===== src/hw/rtl/sha256_pkg.sv =====
`timescale 1ns / 1ps
package sha256_pkg;

    typedef logic [31:0] t_word;
    typedef logic [7:0][31:0] t_hash;

    typedef struct packed {
        logic [7:0] msg_byte;
        logic       byte_present;
        logic       end_of_message;
    } t_in_word;

    typedef struct packed {
        logic [63:0] digest_high;
        logic [63:0] digest_upper_mid;
        logic [63:0] digest_lower_mid;
        logic [63:0] digest_low;
        logic        length_error;
    } t_out_word;

    localparam logic [7:0] PAD_LEAD_BYTE = 8'h80;
    localparam logic [5:0] LEN_FIELD_START = 6'd56;

    localparam t_hash INIT_HASH = {
        32'h5BE0CD19, 32'h1F83D9AB, 32'h9B05688C, 32'h510E527F,
        32'hA54FF53A, 32'h3C6EF372, 32'hBB67AE85, 32'h6A09E667
    };

    function automatic t_word rotr(input t_word x, input int n);
        rotr = (x >> n) | (x << (32 - n));
    endfunction

    function automatic t_word small_sig0(input t_word x);
        small_sig0 = rotr(x, 7) ^ rotr(x, 18) ^ (x >> 3);
    endfunction

    function automatic t_word small_sig1(input t_word x);
        small_sig1 = rotr(x, 17) ^ rotr(x, 19) ^ (x >> 10);
    endfunction

    function automatic t_word big_sig0(input t_word x);
        big_sig0 = rotr(x, 2) ^ rotr(x, 13) ^ rotr(x, 22);
    endfunction

    function automatic t_word big_sig1(input t_word x);
        big_sig1 = rotr(x, 6) ^ rotr(x, 11) ^ rotr(x, 25);
    endfunction

    function automatic t_word round_const(input logic [5:0] t);
        case (t)
            6'd0:  round_const = 32'h428A2F98;  6'd1:  round_const = 32'h71374491;
            6'd2:  round_const = 32'hB5C0FBCF;  6'd3:  round_const = 32'hE9B5DBA5;
            6'd4:  round_const = 32'h3956C25B;  6'd5:  round_const = 32'h59F111F1;
            6'd6:  round_const = 32'h923F82A4;  6'd7:  round_const = 32'hAB1C5ED5;
            6'd8:  round_const = 32'hD807AA98;  6'd9:  round_const = 32'h12835B01;
            6'd10: round_const = 32'h243185BE;  6'd11: round_const = 32'h550C7DC3;
            6'd12: round_const = 32'h72BE5D74;  6'd13: round_const = 32'h80DEB1FE;
            6'd14: round_const = 32'h9BDC06A7;  6'd15: round_const = 32'hC19BF174;
            6'd16: round_const = 32'hE49B69C1;  6'd17: round_const = 32'hEFBE4786;
            6'd18: round_const = 32'h0FC19DC6;  6'd19: round_const = 32'h240CA1CC;
            6'd20: round_const = 32'h2DE92C6F;  6'd21: round_const = 32'h4A7484AA;
            6'd22: round_const = 32'h5CB0A9DC;  6'd23: round_const = 32'h76F988DA;
            6'd24: round_const = 32'h983E5152;  6'd25: round_const = 32'hA831C66D;
            6'd26: round_const = 32'hB00327C8;  6'd27: round_const = 32'hBF597FC7;
            6'd28: round_const = 32'hC6E00BF3;  6'd29: round_const = 32'hD5A79147;
            6'd30: round_const = 32'h06CA6351;  6'd31: round_const = 32'h14292967;
            6'd32: round_const = 32'h27B70A85;  6'd33: round_const = 32'h2E1B2138;
            6'd34: round_const = 32'h4D2C6DFC;  6'd35: round_const = 32'h53380D13;
            6'd36: round_const = 32'h650A7354;  6'd37: round_const = 32'h766A0ABB;
            6'd38: round_const = 32'h81C2C92E;  6'd39: round_const = 32'h92722C85;
            6'd40: round_const = 32'hA2BFE8A1;  6'd41: round_const = 32'hA81A664B;
            6'd42: round_const = 32'hC24B8B70;  6'd43: round_const = 32'hC76C51A3;
            6'd44: round_const = 32'hD192E819;  6'd45: round_const = 32'hD6990624;
            6'd46: round_const = 32'hF40E3585;  6'd47: round_const = 32'h106AA070;
            6'd48: round_const = 32'h19A4C116;  6'd49: round_const = 32'h1E376C08;
            6'd50: round_const = 32'h2748774C;  6'd51: round_const = 32'h34B0BCB5;
            6'd52: round_const = 32'h391C0CB3;  6'd53: round_const = 32'h4ED8AA4A;
            6'd54: round_const = 32'h5B9CCA4F;  6'd55: round_const = 32'h682E6FF3;
            6'd56: round_const = 32'h748F82EE;  6'd57: round_const = 32'h78A5636F;
            6'd58: round_const = 32'h84C87814;  6'd59: round_const = 32'h8CC70208;
            6'd60: round_const = 32'h90BEFFFA;  6'd61: round_const = 32'hA4506CEB;
            6'd62: round_const = 32'hBEF9A3F7;  default: round_const = 32'hC67178F2;
        endcase
    endfunction

endpackage


===== src/hw/rtl/sha256_round.sv =====
`timescale 1ns / 1ps
module sha256_round
    import sha256_pkg::*;
(
    input  t_hash       i_work,
    input  t_word [3:0] i_taps,     // window words 0, 1, 9, 14
    input  logic [5:0]  i_round,
    output t_word       o_sched,    // word shifted into the window tail
    output t_hash       o_work
);
    t_word w;
    t_word t1;
    t_word t2;

    always_comb begin
        // first sixteen rounds use the loaded block; recycle it to the tail
        if (i_round[5:4] == 2'b00) begin
            w = i_taps[0];
        end else begin
            w = i_taps[0] + small_sig0(i_taps[1]) + i_taps[2] + small_sig1(i_taps[3]);
        end
        o_sched = w;
        t1 = i_work[7] + big_sig1(i_work[4])
           + ((i_work[4] & i_work[5]) ^ (~i_work[4] & i_work[6]))
           + round_const(i_round) + w;
        t2 = big_sig0(i_work[0])
           + ((i_work[0] & i_work[1]) ^ (i_work[0] & i_work[2]) ^ (i_work[1] & i_work[2]));
        o_work[7] = i_work[6];
        o_work[6] = i_work[5];
        o_work[5] = i_work[4];
        o_work[4] = i_work[3] + t1;
        o_work[3] = i_work[2];
        o_work[2] = i_work[1];
        o_work[1] = i_work[0];
        o_work[0] = t1 + t2;
    end
endmodule


===== src/hw/rtl/sha256_message_hasher.sv =====
`timescale 1ns / 1ps
// SHA-256 hasher over a byte stream.
// Input channel: i_in_valid / o_in_stall carry one word per handshake: a
// message byte (when byte_present is set) and an optional end mark. A bare end
// mark finishes the message as it stands, so an empty message can be hashed.
// Output channel: o_out_valid / i_out_stall carry one word per message, the
// 256-bit digest plus a length-error flag (message reached 2^61 bytes).
// Each data byte is taken in a single handshake; every 64th byte also starts a
// block compression (the rounds through the one shared round unit, then the
// chain add). Padding then feeds 0x80, zeros and the 8 length bytes, with one
// or two compressions, before the digest shows. Sustained throughput is set
// by the single round unit.
// The block takes one word at a time: o_in_stall is high during a
// compression, and from the end mark until the digest has been taken.
// While the receiver stalls, the digest holds on o_out_word and no input is
// accepted. After the digest is taken the hasher is back in its reset state.
// Reset (i_rst_n low, synchronous) loads the initial hash and clears counts.
module sha256_message_hasher
    import sha256_pkg::*;
(
    input  logic      i_clk,
    input  logic      i_rst_n,
    input  logic      i_in_valid,
    output logic      o_in_stall,
    input  t_in_word  i_in_word,
    output logic      o_out_valid,
    input  logic      i_out_stall,
    output t_out_word o_out_word
);
    localparam logic [2:0] ST_IDLE     = 3'd0;
    localparam logic [2:0] ST_PAD_LEAD = 3'd1;
    localparam logic [2:0] ST_PAD_ZERO = 3'd2;
    localparam logic [2:0] ST_PAD_LEN  = 3'd3;
    localparam logic [2:0] ST_COMP     = 3'd4;
    localparam logic [2:0] ST_FINAL    = 3'd5;
    localparam logic [2:0] ST_OUT      = 3'd6;

    logic [2:0]  r_state, n_state;
    logic [2:0]  r_ret, n_ret;
    logic [5:0]  r_fill;
    logic [5:0]  r_round;
    logic [63:0] r_bits, n_bits;
    logic [63:0] r_len;
    logic        r_ovf, n_ovf;
    t_hash       r_chain;
    t_hash       r_work;
    t_word       r_win [16];

    logic        place;
    logic [7:0]  place_byte;
    logic        full;
    logic        accept;
    t_word [3:0] taps;
    t_word       sched;
    t_hash       work_next;

    assign accept      = i_in_valid && (r_state == ST_IDLE);
    assign o_in_stall  = (r_state != ST_IDLE);
    assign o_out_valid = (r_state == ST_OUT);
    assign full        = (r_fill == 6'd63);
    assign taps        = {r_win[14], r_win[9], r_win[1], r_win[0]};

    sha256_round u_round (
        .i_work  (r_work),
        .i_taps  (taps),
        .i_round (r_round),
        .o_sched (sched),
        .o_work  (work_next)
    );

    assign o_out_word.digest_high      = {r_chain[0], r_chain[1]};
    assign o_out_word.digest_upper_mid = {r_chain[2], r_chain[3]};
    assign o_out_word.digest_lower_mid = {r_chain[4], r_chain[5]};
    assign o_out_word.digest_low       = {r_chain[6], r_chain[7]};
    assign o_out_word.length_error     = r_ovf;

    // sequencer: pick the byte to place and where to go next
    always_comb begin
        n_state    = r_state;
        n_ret      = r_ret;
        n_bits     = r_bits;
        n_ovf      = r_ovf;
        place      = 1'b0;
        place_byte = 8'h00;
        unique case (r_state)
            ST_IDLE: begin
                if (accept) begin
                    if (i_in_word.byte_present) begin
                        place      = 1'b1;
                        place_byte = i_in_word.msg_byte;
                        n_bits     = r_bits + 64'd8;
                        if (n_bits == 64'd0) begin
                            n_ovf = 1'b1;
                        end
                    end
                    if (i_in_word.end_of_message) begin
                        n_state = ST_PAD_LEAD;
                    end
                    if (place && full) begin
                        n_ret   = n_state;
                        n_state = ST_COMP;
                    end
                end
            end
            ST_PAD_LEAD: begin
                place      = 1'b1;
                place_byte = PAD_LEAD_BYTE;
                n_state    = full ? ST_COMP : ST_PAD_ZERO;
                n_ret      = ST_PAD_ZERO;
            end
            ST_PAD_ZERO: begin
                if (r_fill == LEN_FIELD_START) begin
                    n_state = ST_PAD_LEN;
                end else begin
                    place   = 1'b1;
                    n_ret   = ST_PAD_ZERO;
                    if (full) begin
                        n_state = ST_COMP;
                    end
                end
            end
            ST_PAD_LEN: begin
                place      = 1'b1;
                place_byte = r_len[63:56];
                if (full) begin
                    n_state = ST_COMP;
                    n_ret   = ST_OUT;
                end
            end
            ST_COMP: begin
                if (r_round == 6'd63) begin
                    n_state = ST_FINAL;
                end
            end
            ST_FINAL: begin
                n_state = r_ret;
            end
            ST_OUT: begin
                if (!i_out_stall) begin
                    n_state = ST_IDLE;
                    n_bits  = 64'd0;
                    n_ovf   = 1'b0;
                end
            end
            default: begin
                n_state = ST_IDLE;
            end
        endcase
    end

    always_ff @(posedge i_clk) begin
        if (!i_rst_n) begin
            r_state   <= ST_IDLE;
            r_ret     <= ST_IDLE;
            r_fill    <= 6'd0;
            r_round   <= 6'd0;
            r_bits    <= 64'd0;
            r_ovf     <= 1'b0;
            r_chain   <= INIT_HASH;
            r_work    <= '0;
        end else begin
            r_state <= n_state;
            r_ret   <= n_ret;
            r_bits  <= n_bits;
            r_ovf   <= n_ovf;
            if (place) begin
                r_fill <= r_fill + 6'd1;
            end
            // latch the length at the end mark; shift it out during padding
            if (accept && i_in_word.end_of_message) begin
                r_len <= n_bits;
            end else if (r_state == ST_PAD_LEN) begin
                r_len     <= {r_len[55:0], 8'h00};
            end
            // block full: load working words from the chain
            if (place && full) begin
                r_work  <= r_chain;
                r_round <= 6'd0;
            end
            if (r_state == ST_COMP) begin
                r_work  <= work_next;
                r_round <= r_round + 6'd1;
            end
            if (r_state == ST_FINAL) begin
                for (int i = 0; i < 8; i++) begin
                    r_chain[i] <= r_chain[i] + r_work[i];
                end
            end
            if ((r_state == ST_OUT) && !i_out_stall) begin
                r_chain   <= INIT_HASH;
                r_work    <= '0;
            end
        end
    end

    // block buffer and rolling schedule window
    always_ff @(posedge i_clk) begin
        if (place) begin
            r_win[r_fill[5:2]] <= {r_win[r_fill[5:2]][23:0], place_byte};
        end else if (r_state == ST_COMP) begin
            for (int i = 0; i < 15; i++) begin
                r_win[i] <= r_win[i+1];
            end
            r_win[15] <= sched;
        end
    end

endmodule

===== config.mk =====
export PLATFORM = sky130hd
export DESIGN_NAME = sha256_message_hasher
export DESIGN_NICKNAME = d
export VERILOG_FILES = /design/src/hw/rtl/sha256_pkg.sv /design/src/hw/rtl/sha256_round.sv /design/src/hw/rtl/sha256_message_hasher.sv
export SDC_FILE = /design/constraint.sdc
export NUM_CORES = 2
export LEC_CHECK = 0
export BUFFER_PORTS_ARGS = -buffer_cell sky130_fd_sc_hd__buf_4
export CORE_MARGIN = 5
export CORE_UTILIZATION = 40
export CTS_CLUSTER_SIZE = 8
export DETAILED_ROUTE_END_ITERATION = 12
export GPL_TIMING_DRIVEN = 0
export HOLD_SLACK_MARGIN = 0.02
export PLACE_DENSITY = 0.66
export SLEW_MARGIN = 5
export SYNTH_ARGS = -nofsm -noshare
export SYNTH_HDL_FRONTEND = slang
export SYNTH_HIERARCHICAL = 1
export SYNTH_SLANG_ARGS = --single-unit
export TNS_END_PERCENT = 5

===== constraint.sdc =====
create_clock -name i_clk -period 30.9 [get_ports i_clk]
set_input_delay 1.545 -clock i_clk [delete_from_list [all_inputs] [get_ports i_clk]]
set_output_delay 1.545 -clock i_clk [all_outputs]
set_load 0.01 [all_outputs]

## Word level (Yosys, flattened, before mapping)

Memories as Yosys holds them, arrays and structs flattened. A register that Yosys moved wholly into a read port is not among the register bits.
Cells that the tools add are included.

- Memories: 2
- Memory bits (read-only): 2048
- Bits in latches: 0
- Logic and storage cells: 163
- Input bits: 14
- Bits in writable memories: 512
- Bits in registers: 659

- Bitwise operators: 28
- Reductions and logical operators: 21
- $add $sub $neg: 21
- $lt $le $gt $ge: 0
- Shift-type cells: 0
- Eq/ne operators: 17
- Div/mod/pow operators: 0
- Multiply operators: 0
- Multiplexer cells: 51

Memories:

| name | words | bits a word | read ports | clocked after memory_dff | write ports | RTL line | source |
|---|---|---|---|---|---|---|---|
| (name not given) | 64 | 32 | 1 | 1 | 0 | sha256_pkg.sv:50 | `case (t)` |
| r_win | 16 | 32 | 17 | 1 | 16 | sha256_message_hasher.sv:47 | `t_word r_win [16];` |

Operators by type and width:

| operator | count |
|---|---|
| adder 32 bit | 18 |
| two-way mux 256 bit | 2 |
| two-way mux 64 bit | 5 |
| bitwise XOR 32 bit | 9 |
| AND 32 bit | 5 |
| one-hot mux 64 bit (2 select lines) | 1 |
| adder 64 x 4 -> 64 bit, second input constant | 1 |
| logical NOT 64 bit | 1 |
| two-way mux 32 bit | 2 |
| two-way mux 3 bit | 12 |
| NOT 32 bit | 1 |
| OR 10 x 32 -> 32 bit | 1 |
| OR 13 x 32 -> 32 bit | 1 |
| OR 14 x 32 -> 32 bit | 1 |
| OR 15 x 32 -> 32 bit | 1 |
| OR 19 x 32 -> 32 bit | 1 |
| OR 21 x 32 -> 32 bit | 1 |
| OR 25 x 32 -> 32 bit | 1 |
| OR 26 x 32 -> 32 bit | 1 |
| OR 30 x 32 -> 32 bit | 1 |
| OR 7 x 32 -> 32 bit | 1 |
| OR reduction 32 bit | 1 |
| bitwise XOR 32 x 22 -> 32 bit | 1 |
| bitwise XOR 32 x 29 -> 32 bit | 1 |
| 28 further kinds | 68 |

## Longest topological paths before layout

- Word-level depth: 11
- Gate-level depth with buffers: 48
- Gate-level depth less buffers: 48

## Modules after synthesis

The synthesis kept the hierarchy.

Modules (own cells, without submodules):

| module | cells an instance | times used | area an instance (µm²) |
|---|---|---|---|
| sha256_message_hasher | 6539 | 1 | 62089.5 |
| sha256_round | 2443 | 1 | 18700.4 |

## Worst setup path before layout

No wires, ideal clock.

- Kind: reg2reg
- From: memory r_win[1][28] (netlist name)
- To: register r_work[31] (netlist name)
- Arrival: 9845 ps
- Buffers on the path: 0
- Period minus slack after synthesis: 9910 ps
- Library setup time: 65 ps
- Cell stages (with the launch flop): 44
- Slack: 20990 ps
- Cell sequence: edfxtp_1 xor2_1 xnor2_1 fa_1 fa_1 inv_1 ha_1 and3_1 a221o_1 a21oi_1 o31ai_1 a21o_1 a21o_1 a21oi_1 mux2i_1 a2111oi_2 fa_1 inv_1 [... 8 more ...] a21o_1 a21o_1 xor2_1 inv_1 fa_1 inv_1 ha_1 and3_1 nand4_1 a2111o_1 a31oi_1 a31oi_1 xnor2_1 xnor2_1 nand2_1 a21oi_1 a21oi_1 nor2_1

RTL lines:

| element | RTL line | source |
|---|---|---|
| start: declaration | sha256_message_hasher.sv:47 |  |
| end signal: assignment | sha256_message_hasher.sv:177 | `r_work <= r_chain;` |
| end signal: assignment | sha256_message_hasher.sv:181 | `r_work <= work_next;` |
| end: declaration | sha256_message_hasher.sv:46 | `t_hash r_work;` |

==> out/metrics.yaml <==
drt:
  routed_via_density: 6.13
  initialDrtViolationCount: 10021
  vias: 74794
  drc_errors: 0
  routed_wirelength_um: 362000
  ant_nets: 0
  drt_pre_antenna_iters: 7
  avgRoutedWirePerCell_um: 29.6
power_and_ir_drop:
  switching_share_pct: 29.7
  worst_ir_drop_vdd_uv: 51.1
  p_leak_uw: 0.0400
  comb_power_share_pct: 17.5
  power.internal_uw: 2940
  power.switching_uw: 1240
  p_clk_share_pct: 42.3
  power.density_nw_per_um2: 45.6
  seqPwrFrac_pct: 40.2
timing:
  slew_violations: 43
  grt_setup_unrepaired: "false"
  fmaxAchievable_ghz: 0.0759
  fin_crit_sh_pct: 42.7
  hold_viol_final: 0
  fin_tns_setup_ns: 0
  slew_headroom_pct: -2.91
  post-route-min-period_ns: 13.18
  skew_ns: 0.0824
  worstMarginPinSlew_ns: 1.54
  finalWorstSetupSlack_ns: 17.72
  final-setup-viol-count: 0
global_route:
  antenna_found_initial: 21
  first_global_vias: 69908
  grt_use_total_pct: 33.0
  grt_max_degree: 37
  grt_pass1_wl_um: 506000
  grt-ovfl-total: 0
logic_synthesis:
  async_flop_share_pct: 0
  avgSynthCellArea_um2: 8.99
  synth_nets: 9592
  ys_seq_area_share_pct: 36.3
  yosysTopAreaCellShare_pct: 21.4
  synth_top_family_by_area: "compound AO/OA/AOI/OAI gates"
  synth_xor_area_share_pct: 6.48
  synth_flop_cell: "dfxtp_1"
  synth_common_cells: "1180 x nand2_1, 1009 x a21oi_1, 719 x a21o_1, 608 x nor2_1, 599 x dfxtp_1"
  synth_fa_ha_area_share_pct: 11.1
  synth_warnings: 6
  synth_simple_gate_area_share_pct: 13.7
  yosysUniqueCellTypes: 110
  synth.most_common_cell: "nand2_1"
  synth-seq-cells: 1175
  synth.mux.area_fraction_pct: 4.31
  netlist_instances: 8982
  synth-compound-area-share_pct: 21.7
  syn_area_um2: 80800
  synth_edf_count: 576
  synth.largest_area_cell: "edfxtp_1"
  ys_top_cells_by_area: "edfxtp_1 21%, dfxtp_1 15%, a21o_1 6.7%, a21oi_1 6.3%, ha_1 6.2%"
cts:
  path_clk_slew_ns: 0.05
  cts_root_buffer: "clkbuf_16"
  clkLatencyLatePin_ns: 0.87
  postCtsSetupRepairBufs: 0
  htreeDepth: 4
  cts_buffers: 167
  cts_resized: 0
  cts_tree: "done"
  clock-sinks: 1175
  cts_hold_buf: 0
  clk_path_buf_depth: 3
floorplan:
  core_area_um2: 201000
  die_h_um: 459
  io_pins: 273
  start_util_pct: 40.1
  rows: 165
  die_x_um: 459
  dieArea_um2: 211000
setup_path:
  worstPathRequired_ns: 31.65
  crit_buf_inv: 4
  path_depth: 41
  cp.arrival_ns: 13.94
  cp_max_fo: 6
  worst_setup_path_start_kind: "flop"
  endpoint_kind: "flop"
  crit_end: "r_work[31]"
  cp_common_cell: "fa_1"
  regToRegStartpoint: "r_win[1][14]"
  crit_family: "compound AO/OA/AOI/OAI gates"
  reg2reg_depth: 41
  reg2reg_slack_ns: 17.72
  cpPeakStageDelay_ns: 0.99
  r2r_end: "r_work[31]"
  cp-startpoint: "r_win[1][14]"
  worstSetupPathType: "reg2reg"
  slowest_stage: "o41ai_1"
run:
  maxCapViolCount: 5
cells_and_area:
  drive_above_1_share_pct: 10.4
  area_delta_synth_final_pct: 13.5
  nets: 10056
  fillCellCount: 19535
placement:
  dp_hpwl_um: 280000
  io_buffers: 270
  gp_congestion: 1.05
  dp_slack_ns: 18.26
outcome:
  failed_checks: "max-capacitance violations, max-slew violations"
  outcome: "finished with violations"
hold_path:
  hold_class: "reg2reg"
-- layer usage --
metal / global-route usage [%] / routed length [um] / part of all wire, % / vias to the layer above
met1: 46.3 / 150000 / 42 / 36765
met4: 17.4 / 22100 / 6.1 / 14
met2: 46.8 / 147000 / 41 / 4703
li1: - / - / - / 32521
met3: 8.10 / 42100 / 12 / 791
met5: 0 / 87 / 0.024 / -
-- registers in the layout, summed over array words and instances (netlist names), named ones only --
name / count
r_len: 64
r_win: 512
r_fill: 6
r_ret: 3
r_round: 6
r_bits: 64
r_state: 3
r_ovf: 1
r_work: 256
o_out_word: 256
-- stage by stage --
step / area (um^2) / util (%) / cells / hold WS [ns] / total power (uW)
2_1_floorplan: 80800 / - / 8982 / 0.435 / 2180
3_3_place_gp: 86200 / 42.8 / 11924 / 0.458 / 2400
3_5_place_dp: 86900 / 43.1 / 11949 / 0.459 / 2410
4_1_cts: 91700 / 45.5 / 12186 / 0.477 / 4160
5_1_grt: 91700 / 45.5 / 12187 / 0.486 / 4300
6_report: 91700 / 45.5 / 12204 / 0.472 / 4180
-- worst register-to-register path: cells and delay by family (launching register included) --
family | cells | cell delay [ns]
fa+ha+maj | 9 | 4.04
flops | 1 | 0.61
simple gates | 5 | 0.94
buf+inv | 4 | 0.30
xor+xnor | 5 | 1.48
mux | 1 | 0.13
compound gates | 17 | 5.59
-- how the worst min path moves through the flow --
stage	start	endpoint	slack, ns	cells past startpoint
5_1_grt	r_bits[0]	r_bits[0]	0.49	1
3_5_place_dp	r_bits[0]	r_bits[0]	0.46	1
3_3_place_gp	r_bits[0]	r_bits[0]	0.46	1
6_report	r_bits[0]	r_bits[0]	0.47	1
4_1_cts	r_bits[0]	r_bits[0]	0.48	1
2_1_floorplan	r_bits[0]	r_bits[0]	0.43	1
-- cell type report --
class | count | area [um^2] | share of cell area (%)
multi-input cells | 6642 | 46500 | 50.7
flip-flops and latches | 1175 | 29300 | 31.9
clock buffers | 221 | 4460 | 4.87
plain buffers | 734 | 3580 | 3.91
well taps | 2672 | 3340 | 3.64
repair buffers | 295 | 2510 | 2.74
inverters | 431 | 1620 | 1.76
clock inverters | 16 | 344 | 0.375
diodes | 18 | 45.0 | 0.0491
-- cell usage in the layout (no fill, tap or decap), drive strengths merged, types with 50 or more instances in the layout --
| cell | count |
|---|---|
| fa | 196 |
| o21a | 63 |
| clkbuf | 669 |
| a31oi | 71 |
| dfxtp | 599 |
| xnor2 | 390 |
| nor2 | 610 |
| mux4 | 125 |
| ha | 400 |
| nand3 | 119 |
| o211ai | 100 |
| buf | 581 |
| o21ai | 403 |
| and3 | 50 |
| a21o | 719 |
| a21oi | 1012 |
| edfxtp | 576 |
| a211oi | 70 |
| and2 | 104 |
| xor2 | 205 |
| nor2b | 66 |
| inv | 432 |
| nand2b | 62 |
| nand2 | 1183 |
| mux2i | 51 |
| nor3 | 94 |
-- power by group through the flow --
stage / sequential (uW) / clock, uW / combinational, uW
final: 1680 / 1770 / 732
after global routing: 1680 / 1840 / 774
after CTS: 1680 / 1780 / 705
after detailed placement: 1710 / 0 / 698
after global placement: 1710 / 0 / 690
after floorplan: 1710 / 0 / 469
-- kinds of logic after synthesis --
family          after synthesis
flops                      1175
fa+ha+maj                   600
compound gates             2761
xor+xnor                    596
buf+inv                    1165
mux                         190
simple gates               2495
Note: power is estimated with default switching activity, not from simulation.
